File: src/hw/rtl/tlik_pkg.sv
// Shared constants and helper functions for the two-link inverse kinematics block.
`timescale 1ns / 1ps
package tlik_pkg;

  // Number of CORDIC micro-rotations; the arctangent table holds 24 entries.
  localparam int CORDIC_ITERATIONS = 16;
  localparam int ATAN_TABLE_LEN    = 24;
  localparam int CORDIC_STEPS      = (CORDIC_ITERATIONS < ATAN_TABLE_LEN) ?
                                     CORDIC_ITERATIONS : ATAN_TABLE_LEN;

  // Vector datapath width of the CORDIC (operands below 2^36 plus gain headroom).
  localparam int VEC_W       = 38;
  // Internal angle width, 2^-24 rad per unit.
  localparam int ANG_W       = 28;
  // Normalisation brings the larger magnitude into [2^NORM_EXP, 2^(NORM_EXP+1)).
  localparam int NORM_EXP    = 34;
  localparam int NORM_STAGES = 6;
  localparam int ATAN_LAT    = NORM_STAGES + 1 + CORDIC_STEPS;

  // Square root: radicand and root widths, one result bit per stage.
  localparam int RAD_W    = 64;
  localparam int ROOT_W   = 32;
  localparam int SQRT_LAT = ROOT_W;

  // Field widths.
  localparam int COORD_W = 17;
  localparam int LINK_W  = 16;
  localparam int OUT_W   = 18;

  // Output rounding from 2^-24 rad to 2^-14 rad.
  localparam int ANG_SHIFT = 10;

  localparam logic signed [ANG_W-1:0] ANG_HALF_PI = ANG_W'(26353589);
  localparam logic signed [ANG_W-1:0] ANG_PI      = ANG_W'(52707179);

  // Configuration register indexes.
  localparam logic CFG_UPPER_LINK = 1'b0;
  localparam logic CFG_LOWER_LINK = 1'b1;

  // atan(2^-i) in 2^-24 rad, rounded to nearest.
  function automatic logic signed [ANG_W-1:0] atan_angle(input int i);
    logic signed [ANG_W-1:0] a;
    case (i)
      0:       a = ANG_W'(13176795);
      1:       a = ANG_W'(7778716);
      2:       a = ANG_W'(4110060);
      3:       a = ANG_W'(2086331);
      4:       a = ANG_W'(1047214);
      5:       a = ANG_W'(524117);
      6:       a = ANG_W'(262123);
      7:       a = ANG_W'(131069);
      default: a = ANG_W'(1) <<< (24 - i);
    endcase
    return a;
  endfunction

endpackage

File: src/hw/rtl/tlik_isqrt.sv
// Pipelined integer square root, one result bit per register stage.
`timescale 1ns / 1ps
module tlik_isqrt (
  input  logic                        clk,
  input  logic                        en,
  input  logic [tlik_pkg::RAD_W-1:0]  num_in,
  output logic [tlik_pkg::ROOT_W-1:0] root
);
  import tlik_pkg::*;

  logic [RAD_W-1:0] num [0:SQRT_LAT];
  logic [RAD_W-1:0] res [0:SQRT_LAT];

  assign num[0] = num_in;
  assign res[0] = '0;

  // Each stage tries one bit of the root against the remaining radicand.
  for (genvar i = 0; i < SQRT_LAT; i++) begin : g_step
    localparam logic [RAD_W-1:0] BIT = RAD_W'(1) << (RAD_W - 2 - 2 * i);
    logic [RAD_W-1:0] trial;

    assign trial = res[i] + BIT;

    always_ff @(posedge clk) begin
      if (en) begin
        if (num[i] >= trial) begin
          num[i+1] <= num[i] - trial;
          res[i+1] <= (res[i] >> 1) + BIT;
        end else begin
          num[i+1] <= num[i];
          res[i+1] <= res[i] >> 1;
        end
      end
    end
  end

  assign root = res[SQRT_LAT][ROOT_W-1:0];

endmodule

File: config.mk
export PLATFORM = sky130hd
export DESIGN_NAME = tlik_isqrt
export DESIGN_NICKNAME = d
export VERILOG_FILES = /design/src/hw/rtl/tlik_pkg.sv /design/src/hw/rtl/tlik_isqrt.sv
export SDC_FILE = /design/constraint.sdc
export NUM_CORES = 2
export LEC_CHECK = 0
export BUFFER_PORTS_ARGS = -buffer_cell sky130_fd_sc_hd__buf_2
export CAP_MARGIN = 15
export CORE_AREA = 3 3 523 525
export CTS_BUF_LIST = sky130_fd_sc_hd__clkbuf_4 sky130_fd_sc_hd__clkbuf_8 sky130_fd_sc_hd__clkbuf_16
export DETAILED_ROUTE_END_ITERATION = 7
export DIE_AREA = 0 0 526 528
export PLACE_DENSITY = 0.6
export SLEW_MARGIN = 40
export SYNTH_ARGS = -nofsm -noshare
export SYNTH_HDL_FRONTEND = slang
export SYNTH_SLANG_ARGS = --single-unit
File: constraint.sdc
create_clock -name clk -period 4.5 [get_ports clk]
set_clock_uncertainty 0.2 [all_clocks]
set_input_delay 0.45 -clock clk [delete_from_list [all_inputs] [get_ports clk]]
set_output_delay 0.45 -clock clk [all_outputs]
set_load 0.01 [all_outputs]
# Yosys cells after proc, flatten, opt, wreduce, memory -nomap -nowiden

Index checks and enable logic that the tools add are counted.

Logic and storage cells: 281
Output and inout bits: 32
Flip-flop bits (word level): 4000
Input port bits: 66

Add/subtract/negate cells: 93
Mux-type cells: 63
Order comparisons: 32

Operators by type and width:

| cell                   | count |
|---|---|
| $ge 64x64->1           | 31 |
| $mux 64                | 31 |
| $mux 63                | 31 |
| $sub 64x64->64         | 30 |
| $add 63x11->64 const B | 1 |
| $add 63x13->64 const B | 1 |
| $add 63x15->64 const B | 1 |
| $add 63x17->64 const B | 1 |
| $add 63x19->64 const B | 1 |
| $add 63x21->64 const B | 1 |
| $add 63x23->64 const B | 1 |
| $add 63x25->64 const B | 1 |
| $add 63x27->64 const B | 1 |
| $add 63x29->64 const B | 1 |
| $add 63x3->64 const B  | 1 |
| $add 63x31->64 const B | 1 |
| $add 63x33->64 const B | 1 |
| $add 63x35->64 const B | 1 |
| $add 63x37->64 const B | 1 |
| $add 63x39->64 const B | 1 |
| $add 63x41->64 const B | 1 |
| $add 63x43->64 const B | 1 |
| $add 63x45->64 const B | 1 |
| $add 63x47->64 const B | 1 |
| other kinds (45)       | 45 |

# Logic depth before layout (Yosys ltp)

Word-level depth: 3
Depth in mapped cells: 15
Depth with buffers taken out: 12

# Least setup slack after synthesis

No wires, ideal clock.

Path kind: reg-to-reg
Start: register num[948] (netlist name)
End: register num[889] (netlist name), data pin
Period minus slack after synthesis: 3.669 ns
Stages on the path, launching flop included: 13
Setup slack: 0.831 ns
Required time: 4.042 ns
Library setup time: 0.258 ns
Arrival: 3.211 ns
Path buffers: 2
Cell sequence: edfxtp_1 or4_1 or3_1 or3_4 or4_1 a41oi_1 and3_1 buf_4 inv_2 buf_6 nand4_4 and3b_1 xor2_1

Cells in the longest elaborated chain, start to end: 2
Elaborated cells on any way between the ends: 3
Classes of those cells: add/sub: 1; order compare: 1; mux: 1

RTL lines:

| what                                           | line                               | text |
|---|---|---|
| start: declaration                             | tlik_isqrt.sv:11                   | `logic [RAD_W-1:0] num [0:SQRT_LAT];` |
| start signal: indexed assignment               | tlik_isqrt.sv:27                   | `num[i+1] <= num[i] - trial;` |
| start signal: indexed assignment               | tlik_isqrt.sv:30                   | `num[i+1] <= num[i];` |
| $sub 64x64->64 or $ge 64x64->1 (tied branches) | tlik_isqrt.sv:27, tlik_isqrt.sv:26 |  |
| $mux 64 *                                      | tlik_isqrt.sv:26                   | `if (num[i] >= trial) begin` |

Mark *: on every way between the ends. The rest lies on a longest branch, timed or not.
A chain may end at the register's enable or synchronous reset.

# Worst setup path in the final report

Start: register num[269] (netlist name)
End: register num[251] (netlist name), data pin

Same word-level chain as after synthesis.

==> results.toml <==
[outcome]
run_status = "complete, no violations"

[global_route]
antenna_violations_before_repair = 18
grt_start_max_net_pins = 105
global_route_wire_length_before_repair_mm = 476.8
global_route.overflow_total = 0
grt_pass1_vias = 76940
grt_usage = 0.2234

[yosys]
synth_seq_area_share = 0.6240
async_flop_share = 0
netlist_top_cells_count = "sky130_fd_sc_hd__edfxtp_1, sky130_fd_sc_hd__inv_1, sky130_fd_sc_hd__nor2_1"
post_synth_instance_area_um2 = 120900
synthCells = 9655
synth-edff-count = 2512
yosysMostFrequentCell = "sky130_fd_sc_hd__edfxtp_1"
yosys_warnings = 0
syn_area_cell_um2 = 12.52
dominantRegCellSynth = "sky130_fd_sc_hd__edfxtp_1"
yosys.cell_types.count = 92
synth_area_leader_cell = "sky130_fd_sc_hd__edfxtp_1"
synth.ff_latch_count = 2512
synth_nets = 10280
synth_top_cells_by_area = "sky130_fd_sc_hd__edfxtp_1, sky130_fd_sc_hd__ha_1, sky130_fd_sc_hd__xnor2_1, sky130_fd_sc_hd__xor2_1, sky130_fd_sc_hd__a21oi_1"
post-synth-top-area-fraction = 0.6240

[routing]
drt-initial-drc-count = 7117
dr_wl_cell_um = 23.00
postRouteAntennaNets = 0
drt-vias-per-instance = 5.699
route.detailed.drc = 0
routed-via-count = 79050
drtPass1Iterations = 8
postRouteWirelength_mm = 319.0

[critical_path]
crit_slowest_cell = "sky130_fd_sc_hd__or4_1"
worst-r2r-setup-slack_ps = 330
critical-path-top-delay-family = "compound AO/OA/AOI/OAI gates"
worstSetupPathType = "reg2reg"
worstRegToRegCells = 10
cp.buffers_inverters = 0
r2r-start = "num[269]"
worst-endpoint-required_ps = 4910
worst_setup_path_end_kind = "flop"
r2r_end = "num[251]"
crit_chain = "ha_1 > a21o_1 > a21oi_1 > a31o_2 > a31oi_1 > nor4b_1 > o21ai_0 > o2111a_1 > or4_1 > xnor2_1"
worst_path_fanout_max = 8
critical_path_arrival_ps = 4580
critPathMaxStageDelay_ps = 600
setup.worst_path.start_class = "flop"

[clock_network]
cts_setup_buffers = 0
cts_htree_levels = 5
insertion_delay_ps = 890
max-clock-path-buffers = 4
clk_pin_slew_worst_paths_ps = 60
clock-sinks = 2512
clk_root_buffer_cell = "sky130_fd_sc_hd__clkbuf_16"
tritoncts = "built"
tritoncts.num_buffers = 277

[pwr]
cellPowerDensity_nw_per_um2 = 510.9
total_leakage_power_nw = 51.40
peakVddDrop_v = 0.0003069
p_total_mw = 69.87

[cells_and_area]
final_core_utilization = 0.5069
drive_above_1_share = 0.08664
fin_nets = 10710
area_growth_syn_to_layout_pct = 13.15

[floorplan]
dieArea_um2 = 277700
core_area_um2 = 269800
rows = 191
die_x_um = 526
initial_utilization = 0.4480
die_height_um = 528
ports = 98

[sta]
tightest_slew_ps = 961.5
finalMaxSlewViolations = 0
fin_setup_tns_ps = 0
period_utilization_post_route = 0.9276
report.final.hold_viol_count = 0
finalSetupViolCount = 0
maxSlewHeadroom = 0.3552
max_freq_mhz = 239.6
holdWs_ps = 85.87
rsz0062_at_grt = "no"
final_period_minus_worst_setup_slack_ps = 4174

[placed_design]
place_congestion = 0.9433
detailed_place_hpwl_mm = 242.4
portBuffers = 97

[min_path]
hold_path.class = "in2reg"
hold_path.startpoint = "num_in[59]"
hold_path_depth = 2
worstHoldEndpoint = "num[2043]"

[flow_run]
number_of_violations_of_the_max_capacitance_limit = 0
-- layer usage --
metal  share of wire  GRT usage  vias to the layer above
met5        0.000091          0                        -
met4           0.032    0.07053                        4
li1                -          -                    37130
met3           0.062    0.03459                      479
met2            0.47     0.3686                     2505
met1            0.43     0.3041                    38930
-- worst register-to-register path: stages (launching register included) --
cell                       delay [ps]
sky130_fd_sc_hd__edfxtp_1         390
sky130_fd_sc_hd__ha_1             370
sky130_fd_sc_hd__a21o_1           170
sky130_fd_sc_hd__a21oi_1          290
sky130_fd_sc_hd__a31o_2           260
sky130_fd_sc_hd__a31oi_1          150
sky130_fd_sc_hd__nor4b_1          570
sky130_fd_sc_hd__o21ai_0          320
sky130_fd_sc_hd__o2111a_1         470
sky130_fd_sc_hd__or4_1            600
sky130_fd_sc_hd__xnor2_1          140
-- final cells by class --
type	instances	area, µm²
tap	3570	4467
clock buffer	327	7360
multi-input combinational	6220	42080
timing repair buffer	366	3123
fill	22920	133000
sequential	2512	75430
clock inverter	159	1635
inverter	711	2669
antenna	6	15.01
-- flip-flops by register name, indices dropped and copies added (netlist names) --
register and count:
res 496, num 1984, root 32
-- placed cells by master (no fill, tap or decap), types with 38 or more instances in the layout --
cell type and instances:
sky130_fd_sc_hd__edfxtp_1 2512, sky130_fd_sc_hd__inv_1 706, sky130_fd_sc_hd__nor2_1 678, sky130_fd_sc_hd__a21oi_1 667, sky130_fd_sc_hd__nand2_1 559, sky130_fd_sc_hd__ha_1 558
sky130_fd_sc_hd__xnor2_1 468, sky130_fd_sc_hd__xor2_1 422, sky130_fd_sc_hd__o21ai_0 392, sky130_fd_sc_hd__nor4_1 348, sky130_fd_sc_hd__clkbuf_16 280, sky130_fd_sc_hd__nor3_1 248
sky130_fd_sc_hd__a21o_1 242, sky130_fd_sc_hd__nand4_1 169, sky130_fd_sc_hd__buf_4 157, sky130_fd_sc_hd__nand3_1 150, sky130_fd_sc_hd__or3_1 120, sky130_fd_sc_hd__buf_2 97
sky130_fd_sc_hd__nand2b_1 94, sky130_fd_sc_hd__o21a_1 91, sky130_fd_sc_hd__dlygate4sd3_1 79, sky130_fd_sc_hd__mux2_2 73, sky130_fd_sc_hd__nor2b_1 71, sky130_fd_sc_hd__or4_1 70
sky130_fd_sc_hd__clkinv_1 54, sky130_fd_sc_hd__nor4b_1 52, sky130_fd_sc_hd__and3_1 51, sky130_fd_sc_hd__a211oi_1 49, sky130_fd_sc_hd__clkbuf_4 47, sky130_fd_sc_hd__o211ai_1 44
sky130_fd_sc_hd__a31oi_1 42, sky130_fd_sc_hd__o21bai_1 40, sky130_fd_sc_hd__or2_2 40, sky130_fd_sc_hd__clkinv_2 40, sky130_fd_sc_hd__o31ai_1 38
-- what timing repair did --
item	in CTS	in global routing
resized for setup	0	2
hold endpoints to repair	102	0
hold buffers	79	0
setup endpoints to repair	0	5
-- worst max path at each step --
stage,endpoint,from,slack (ps),cells after the start
final,num[251],num[269],330,10
after detailed placement,num[563],num[618],390,9
after global routing,num[122],num[133],90,10
after global placement,num[491],num[528],140,10
after CTS,num[1149],num[1206],360,10
after floorplan,num[889],num[948],830,12
-- cells by family (layout without fill, tap and decap cells) --
family,count (synthesis),count (layout),share of synthesized area
fa+ha+maj,558,558,0.05776
simple gates,2845,2845,0.1226
buf+inv,923,1563,0.02889
other cells,0,6,0
xor+xnor,890,890,0.06448
mux,77,77,0.007132
compound gates,1850,1850,0.09516
flops,2512,2512,0.6240
-- through the flow --
stage          cell area (µm²)  worst slack [ps]  std cells
6_report                136800             326.0      13870
5_1_grt                 136800             91.81      13870
4_1_cts                 136700             355.1      13860
3_5_place_dp            126900             389.0      13300
3_3_place_gp            126900             136.6      13300
2_1_floorplan           120900             830.9       9655
-- report_power, final --
group / switching (mW) / internal, mW
Clock: 9.34 / 13.1
Combinational: 8.91 / 6.12
Sequential: 2.64 / 29.7
(Power assumes the default switching activity.)
